`src/hdl/ssiq_pkg.sv`:
```
// ssiq_pkg: sizes, codes and shared types of the stable sorted insert queue
// no dependencies; imported by every module of the queue
`default_nettype none

package ssiq_pkg;

    // storage geometry
    localparam int DEPTH        = 32;
    localparam int KEY_BITS     = 8;
    localparam int PAYLOAD_BITS = 16;

    // fixed port widths
    localparam int KIND_W    = 1;
    localparam int KEY_W     = 8;
    localparam int PAYLOAD_W = 16;
    localparam int STATUS_W  = 2;

    typedef logic [KEY_BITS-1:0]     t_key;
    typedef logic [PAYLOAD_BITS-1:0] t_payload;

    // input kinds
    localparam logic [KIND_W-1:0] KIND_INSERT = 1'b0;
    localparam logic [KIND_W-1:0] KIND_DRAIN  = 1'b1;

    // result status codes
    localparam logic [STATUS_W-1:0] STAT_INSERTED = 2'd0;
    localparam logic [STATUS_W-1:0] STAT_DROPPED  = 2'd1;
    localparam logic [STATUS_W-1:0] STAT_DRAINED  = 2'd2;
    localparam logic [STATUS_W-1:0] STAT_EMPTY    = 2'd3;

    // operation broadcast to every cell
    typedef enum logic [1:0] {
        OP_HOLD,
        OP_INSERT,
        OP_SHIFT
    } t_cell_op;

    typedef struct packed {
        t_cell_op op;
        t_key     key;
        t_payload payload;
    } t_cell_ctl;

    // what a cell shows its neighbors
    typedef struct packed {
        logic     valid;
        logic     gt;
        t_key     key;
        t_payload payload;
    } t_cell_link;

    typedef enum logic {
        ST_IDLE,
        ST_DRAIN
    } t_state;

endpackage

`default_nettype wire

```
`src/hdl/ssiq_cell.sv`:
```
// ssiq_cell: one storage slot of the sorted chain
// depends on ssiq_pkg
`default_nettype none

module ssiq_cell
    import ssiq_pkg::*;
(
    input  wire logic       i_clk,
    input  wire logic       i_rst_n,
    input  wire t_cell_ctl  i_ctl,
    input  wire t_cell_link i_left,
    input  wire t_cell_link i_right,
    output t_cell_link      o_link
);

    logic     r_valid;
    t_key     r_key;
    t_payload r_payload;
    logic     n_valid;
    t_key     n_key;
    t_payload n_payload;
    logic     w_gt;
    logic     w_load;

    // stored key ranks after the new one: this slot moves right
    assign w_gt   = r_valid && (r_key > i_ctl.key);
    // slot takes data on an insert when it moves or is the first free one
    assign w_load = w_gt || (!r_valid && i_left.valid);

    // next slot contents
    always_comb begin
        n_valid   = r_valid;
        n_key     = r_key;
        n_payload = r_payload;
        case (i_ctl.op)
            OP_INSERT: begin
                if (w_load) begin
                    n_valid = 1'b1;
                    if (i_left.gt) begin
                        n_key     = i_left.key;
                        n_payload = i_left.payload;
                    end else begin
                        n_key     = i_ctl.key;
                        n_payload = i_ctl.payload;
                    end
                end
            end
            OP_SHIFT: begin
                n_valid   = i_right.valid;
                n_key     = i_right.key;
                n_payload = i_right.payload;
            end
            default: ;
        endcase
    end

    // valid flag
    always_ff @(posedge i_clk) begin
        if (!i_rst_n) begin
            r_valid <= 1'b0;
        end else begin
            r_valid <= n_valid;
        end
    end

    // entry data
    always_ff @(posedge i_clk) begin
        r_key     <= n_key;
        r_payload <= n_payload;
    end

    assign o_link.valid   = r_valid;
    assign o_link.gt      = w_gt;
    assign o_link.key     = r_key;
    assign o_link.payload = r_payload;

endmodule

`default_nettype wire

```
`src/hdl/ssiq_chain.sv`:
```
// ssiq_chain: row of DEPTH slots, each linked to both neighbors
// depends on ssiq_pkg and ssiq_cell
`default_nettype none

module ssiq_chain
    import ssiq_pkg::*;
(
    input  wire logic      i_clk,
    input  wire logic      i_rst_n,
    input  wire t_cell_ctl i_ctl,
    output t_cell_link     o_head,
    output logic           o_second_valid,
    output logic           o_full
);

    t_cell_link w_link [DEPTH];
    t_cell_link w_edge_left;
    t_cell_link w_edge_right;

    // left end acts as a filled slot that never moves; right end is empty
    assign w_edge_left  = '{valid: 1'b1, gt: 1'b0, key: '0, payload: '0};
    assign w_edge_right = '{valid: 1'b0, gt: 1'b0, key: '0, payload: '0};

    // slot row
    for (genvar g = 0; g < DEPTH; g++) begin : g_cell
        ssiq_cell u_cell (
            .i_clk   (i_clk),
            .i_rst_n (i_rst_n),
            .i_ctl   (i_ctl),
            .i_left  ((g == 0) ? w_edge_left : w_link[(g == 0) ? 0 : g - 1]),
            .i_right ((g == DEPTH - 1) ? w_edge_right
                                       : w_link[(g == DEPTH - 1) ? g : g + 1]),
            .o_link  (w_link[g])
        );
    end

    assign o_head         = w_link[0];
    assign o_second_valid = w_link[1].valid;
    assign o_full         = w_link[DEPTH-1].valid;

endmodule

`default_nettype wire

```
`src/hdl/stable_sorted_insert_queue.sv`:
```
// channel   | ports                                           | direction
// command   | i_start, o_busy, i_kind, i_sort_key, i_payload  | in
// result    | o_valid, o_status, o_out_key, o_out_payload,    | out
//           | o_last                                          |
//
// an insert leaves o_busy low; the next command is accepted in the cycle after
// a drain of n entries gives n results, one per cycle, set by the one-slot
// shift of the cell chain per cycle; o_busy is high while the entries after the first are shifted out
// every result is registered: it appears in the cycle after the one that produced it
// reset (synchronous, active low) empties the queue; no clearing pass
// the receiver cannot stall: each result stays for one cycle only
//
// top level of the stable sorted insert queue
// depends on ssiq_pkg and ssiq_chain
`default_nettype none

module stable_sorted_insert_queue
    import ssiq_pkg::*;
(
    input  wire logic                 i_clk,
    input  wire logic                 i_rst_n,
    input  wire logic                 i_start,
    output logic                      o_busy,
    input  wire logic [KIND_W-1:0]    i_kind,
    input  wire logic [KEY_W-1:0]     i_sort_key,
    input  wire logic [PAYLOAD_W-1:0] i_payload,
    output logic                      o_valid,
    output logic [STATUS_W-1:0]       o_status,
    output logic [KEY_W-1:0]          o_out_key,
    output logic [PAYLOAD_W-1:0]      o_out_payload,
    output logic                      o_last
);

    t_state     r_state;
    t_state     n_state;
    logic       r_out_valid;
    logic       n_out_valid;
    logic [STATUS_W-1:0]  r_status, n_status;
    logic [KEY_W-1:0]     r_key, n_key;
    logic [PAYLOAD_W-1:0] r_payload, n_payload;
    logic       r_last, n_last;
    logic       w_accept;
    t_cell_ctl  w_ctl;
    t_cell_link w_head;
    logic       w_second_valid;
    logic       w_full;

    assign o_busy   = (r_state == ST_DRAIN);
    assign w_accept = i_start && !o_busy;

    ssiq_chain u_chain (
        .i_clk          (i_clk),
        .i_rst_n        (i_rst_n),
        .i_ctl          (w_ctl),
        .o_head         (w_head),
        .o_second_valid (w_second_valid),
        .o_full         (w_full)
    );

    // state register
    always_ff @(posedge i_clk) begin
        if (!i_rst_n) begin
            r_state     <= ST_IDLE;
            r_out_valid <= 1'b0;
        end else begin
            r_state     <= n_state;
            r_out_valid <= n_out_valid;
        end
    end

    // result registers
    always_ff @(posedge i_clk) begin
        r_status  <= n_status;
        r_key     <= n_key;
        r_payload <= n_payload;
        r_last    <= n_last;
    end

    // next state, chain command and next result
    always_comb begin
        n_state       = r_state;
        n_out_valid   = 1'b0;
        n_status      = STAT_INSERTED;
        n_key         = '0;
        n_payload     = '0;
        n_last        = 1'b1;
        w_ctl.op      = OP_HOLD;
        w_ctl.key     = t_key'(i_sort_key);
        w_ctl.payload = t_payload'(i_payload);
        unique case (r_state)
            ST_IDLE: begin
                if (w_accept) begin
                    n_out_valid = 1'b1;
                    if (i_kind == KIND_INSERT) begin
                        if (w_full) begin
                            n_status = STAT_DROPPED;
                        end else begin
                            w_ctl.op = OP_INSERT;
                            n_status = STAT_INSERTED;
                        end
                    end else if (!w_head.valid) begin
                        n_status = STAT_EMPTY;
                    end else begin
                        w_ctl.op  = OP_SHIFT;
                        n_status  = STAT_DRAINED;
                        n_key     = KEY_W'(w_head.key);
                        n_payload = PAYLOAD_W'(w_head.payload);
                        n_last    = !w_second_valid;
                        if (w_second_valid) begin
                            n_state = ST_DRAIN;
                        end
                    end
                end
            end
            ST_DRAIN: begin
                w_ctl.op    = OP_SHIFT;
                n_out_valid = 1'b1;
                n_status    = STAT_DRAINED;
                n_key       = KEY_W'(w_head.key);
                n_payload   = PAYLOAD_W'(w_head.payload);
                n_last      = !w_second_valid;
                if (!w_second_valid) begin
                    n_state = ST_IDLE;
                end
            end
            default: n_state = ST_IDLE;
        endcase
    end

    assign o_valid       = r_out_valid;
    assign o_status      = r_status;
    assign o_out_key     = r_key;
    assign o_out_payload = r_payload;
    assign o_last        = r_last;

    // a drain in progress always has an entry at the head
    a_drain_head: assert property (@(posedge i_clk) disable iff (!i_rst_n)
        (r_state == ST_DRAIN) |-> w_head.valid)
        else $error("drain running with empty head slot");

    // draining the final entry returns to idle
    a_drain_end: assert property (@(posedge i_clk) disable iff (!i_rst_n)
        (r_state == ST_DRAIN && !w_second_valid) |=> (r_state == ST_IDLE))
        else $error("drain did not end after final entry");

    // only drained entries may continue a transaction
    a_single_status: assert property (@(posedge i_clk) disable iff (!i_rst_n)
        (o_valid && o_status != STAT_DRAINED) |-> o_last)
        else $error("non-drain result without last flag");

    // a dropped insert leaves the full queue unchanged
    a_drop_keeps: assert property (@(posedge i_clk) disable iff (!i_rst_n)
        (w_accept && i_kind == KIND_INSERT && w_full) |=> w_full)
        else $error("queue changed on dropped insert");

endmodule

`default_nettype wire

```
`config.mk`:
```
export PLATFORM = sky130hd
export DESIGN_NAME = stable_sorted_insert_queue
export DESIGN_NICKNAME = d
export VERILOG_FILES = /design/src/hdl/ssiq_pkg.sv /design/src/hdl/ssiq_cell.sv /design/src/hdl/ssiq_chain.sv /design/src/hdl/stable_sorted_insert_queue.sv
export SDC_FILE = /design/constraint.sdc
export NUM_CORES = 2
export LEC_CHECK = 0
export ABC_CLOCK_PERIOD_IN_PS = 12250
export CORE_ASPECT_RATIO = 1.75
export CORE_MARGIN = 4
export CORE_UTILIZATION = 60
export DETAILED_ROUTE_END_ITERATION = 7
export DONT_BUFFER_PORTS = 1
export HOLD_SLACK_MARGIN = 0.02
export PLACE_DENSITY = 0.83
export SLEW_MARGIN = 20
export SYNTH_ARGS = -nofsm -noshare
export SYNTH_HDL_FRONTEND = slang
export SYNTH_SLANG_ARGS = --single-unit
```
`constraint.sdc`:
```
create_clock -name i_clk -period 12.25 [get_ports i_clk]
set_clock_uncertainty 0.15 [all_clocks]
set_input_delay 2.45 -clock i_clk [delete_from_list [all_inputs] [get_ports i_clk]]
set_output_delay 2.45 -clock i_clk [all_outputs]
set_load 0.01 [all_outputs]
```
==> reports/qor.json <==
{
  "die": {
    "die_width_um": 216,
    "rows": 133,
    "floorplan.initialDensity_pct": 60.6,
    "core_area_mm2": 0.0752,
    "io_pins": 57,
    "die_height_um": 373,
    "die-area_mm2": 0.0807
  },
  "critical_path": {
    "rr_startpoint": "u_chain.g_cell[0].u_cell.r_valid$_SDFFE_PN0P_",
    "cpPeakStageDelay_ns": 0.79,
    "timing.setup.critical_path_class": "in -> reg",
    "worst_ep_required_time_ns": 12.54,
    "cp-start-kind": "input port",
    "crit_path_max_fanout": 149,
    "timing.critical_path.arrival_ns": 5.99,
    "worstSetupStartpoint": "i_start",
    "end_kind": "register",
    "highest_delay_cell_along_the_critical_path": "buf_4",
    "crit_path_cell_trace": "a31oi_4 > buf_12 > buf_4 > nand2_2 > o211ai_1"
  },
  "placement": {
    "placed_area_mm2": 0.0454,
    "port_buffers": 0,
    "dp.final_hpwl_mm": 88.8,
    "pre_cts_ws_ns": 6.17,
    "gpl.final_weighted_congestion": 0.928
  },
  "sta": {
    "fin_hold_ws_ns": 0.355,
    "tightestPinTransition_ns": 1.17,
    "rsz0062_at_grt": "no",
    "final-hold-violation-count": 0,
    "setup_total_negative_slack_ns": 0,
    "setup_slack_ns": 6.55,
    "finalSetupViolations": 0,
    "fmaxAchievable_ghz": 0.176,
    "maxSlewViolCount": 0,
    "timing.final.crit_period_ns": 5.70,
    "finalCritPeriodShare_pct": 46.5,
    "worst_slew_margin_rel_pct": 22.1
  },
  "finish": {
    "layout.nets": 3907,
    "final_design_area_no_fill_mm2": 0.0480,
    "fill_cells": 5756,
    "syn_to_final_growth_pct": 5.21,
    "drive_above_1_share_pct": 8.50
  },
  "run": {
    "cap_violations": 0
  },
  "cts": {
    "clock_sink_count": 829,
    "cts_htree_levels": 3,
    "cts_hold_buffers": 0,
    "cts-root-buf": "clkbuf_16",
    "cts_made_buffers": 77,
    "cts.clk_slew.worst_paths_ns": 0.06,
    "tritoncts": "built",
    "clock_latency_of_the_later_clocked_register_in_the_worst_skew_pair_ns": 0.66,
    "ctsLongestPathBuffers": 3,
    "post_cts_buffers": 0,
    "cts.repair.resized": 0
  },
  "global_routing": {
    "grt.overflow.total": 0,
    "pin_count_of_the_biggest_net_entering_global_routing": 276,
    "grt_antenna_before_repair": 1,
    "first_pass_grt_wire_length_mm": 204,
    "first_global_vias": 36889,
    "global_route.usage.total_pct": 31.5
  },
  "synth": {
    "synth.net_count": 4172,
    "synth-simple-area-share_pct": 8.33,
    "synthDistinctLibCells": 45,
    "synth_seq_area_share_pct": 53.2,
    "ys_async_sr_fraction_pct": 0,
    "synth_adder_area_share_pct": 6.80,
    "synth-edff-count": 768,
    "synth-seq-cells": 829,
    "syn-instance-count": 3896,
    "mappedNetlistArea_mm2": 0.0456,
    "synth_top_family_by_area": "compound AO/OA/AOI/OAI gates",
    "synthFlopType": "edfxtp_1",
    "muxShareOfSynthArea_pct": 0.615,
    "synth-xor-area-share_pct": 0,
    "yosysWarningCount": 0,
    "synth_compound_area_share_pct": 25.3,
    "avgSynthCellArea_um2": 11.7
  },
  "routing": {
    "vias": 35939,
    "drt_drc_violations_left": 0,
    "finalWirelength_mm": 132,
    "wire_per_inst_um": 28.0,
    "drt_pre_antenna_iters": 6,
    "initialDrtViolationCount": 4558,
    "avgViaCountPerCell": 7.64,
    "antenna_violating_nets_post_route": 0
  },
  "worst_hold_path": {
    "hold_path_class": "reg -> reg",
    "min_from": "u_chain.g_cell[0].u_cell.r_payload[15]$_DFFE_PP_"
  },
  "power_and_ir_drop": {
    "power_leakage_nw": 16.4,
    "vdd.ir_drop.worst_uv": 124,
    "power_density_cells_mw_per_mm2": 137
  },
  "outcome": {
    "status": "finished, final reports clean"
  }
}
## cell usage in the layout (no fill, tap or decap), types with 49 or more instances in the layout
cell / instances
o21ai_0: 58
dfxtp_1: 61
nand2_1: 265
a21oi_1: 653
and2_1: 49
o211ai_1: 171
clkbuf_16: 77
nand3_1: 169
inv_1: 54
buf_4: 96
a221o_1: 552
ha_1: 248
edfxtp_1: 768
## sequential cells by signal (all words and copies together), names as in the netlist
signal	cells
o_out_key	8
o_valid	1
o_last	1
o_out_payload	16
u_chain.g_cell.u_cell.r_key	256
o_busy	1
o_status	2
u_chain.g_cell.u_cell.r_valid	32
u_chain.g_cell.u_cell.r_payload	512
## cell type report
cell class | count | area, um2 | share of cell area, %
Sequential cell | 829 | 24300 | 50.6
Timing Repair Buffer | 100 | 800 | 1.67
Multi-Input combinational cell | 2569 | 18900 | 39.4
Tap cell | 1012 | 1270 | 2.64
Antenna cell | 1 | 2.50 | 0.00522
Clock inverter | 41 | 420 | 0.876
Clock buffer | 100 | 2080 | 4.34
Inverter | 54 | 203 | 0.422
## report_power, final
part	total [mW]	switching (mW)	leakage (nW)	internal, mW
registers	3.31	0.0796	7.49	3.23
logic	0.760	0.485	7.64	0.275
clock network	2.48	1.12	1.23	1.36
total	6.55	1.69	16.4	4.87
## cell families after synthesis
family                   Yosys count
AO/OA/AOI/OAI                   1574
flip-flops                       829
AND/OR/NAND/NOR                  719
buffers and inverters            498
adder cells (fa/ha/maj)          248
multiplexers                      28
## routing by layer
metal  global-route usage (%)  part of all wire [%]  up-vias
met5                        0                     0        -
met4                     23.5                   8.2        0
met3                     4.35                   7.2      775
met2                     56.3                    52     2446
met1                     33.6                    33    17463
li1                         -                     -    15255
## cell usage after synthesis (58+ instances only)
cell type,instances,area share [%]
edfxtp_1,768,51
a21oi_1,653,7.2
a221o_1,552,12
nand2_1,281,2.3
ha_1,248,6.8
clkbuf_1,216,1.8
o211ai_1,171,2.8
nand3_1,169,1.9
buf_2,119,1.3
buf_6,77,1.9
dfxtp_1,61,2.7
o21ai_0,58,0.64
## final timing paths
kind	endpoint	slack [ns]	cells past startpoint
setup reg to reg	u_chain.g_cell[3].u_cell.r_key[5]$_DFFE_PP_	7.91	5
hold / removal	o_out_payload[15]$_DFF_P_	0.36	1
setup / recovery	u_chain.g_cell[3].u_cell.r_key[5]$_DFFE_PP_	6.55	5
hold reg to reg	o_out_payload[15]$_DFF_P_	0.36	1
## per-stage QoR
step / utilization (%) / instances / total power [mW]
after detailed placement: 60.4 / 4563 / 4.10
after global placement: 60.4 / 4563 / 4.06
after global routing: 63.8 / 4705 / 6.74
final: 63.8 / 4706 / 6.55
after floorplan: - / 3896 / 3.88
after CTS: 63.7 / 4704 / 6.53
## critical path, delay by kind of cell
| kind | cells | cell delay, ns |
|---|---|---|
| AO/OA/AOI/OAI | 2 | 1.05 |
| AND/OR/NAND/NOR | 1 | 0.79 |
| buffers and inverters | 2 | 1.35 |
No activity file was read; power rests on OpenSTA's default activity.
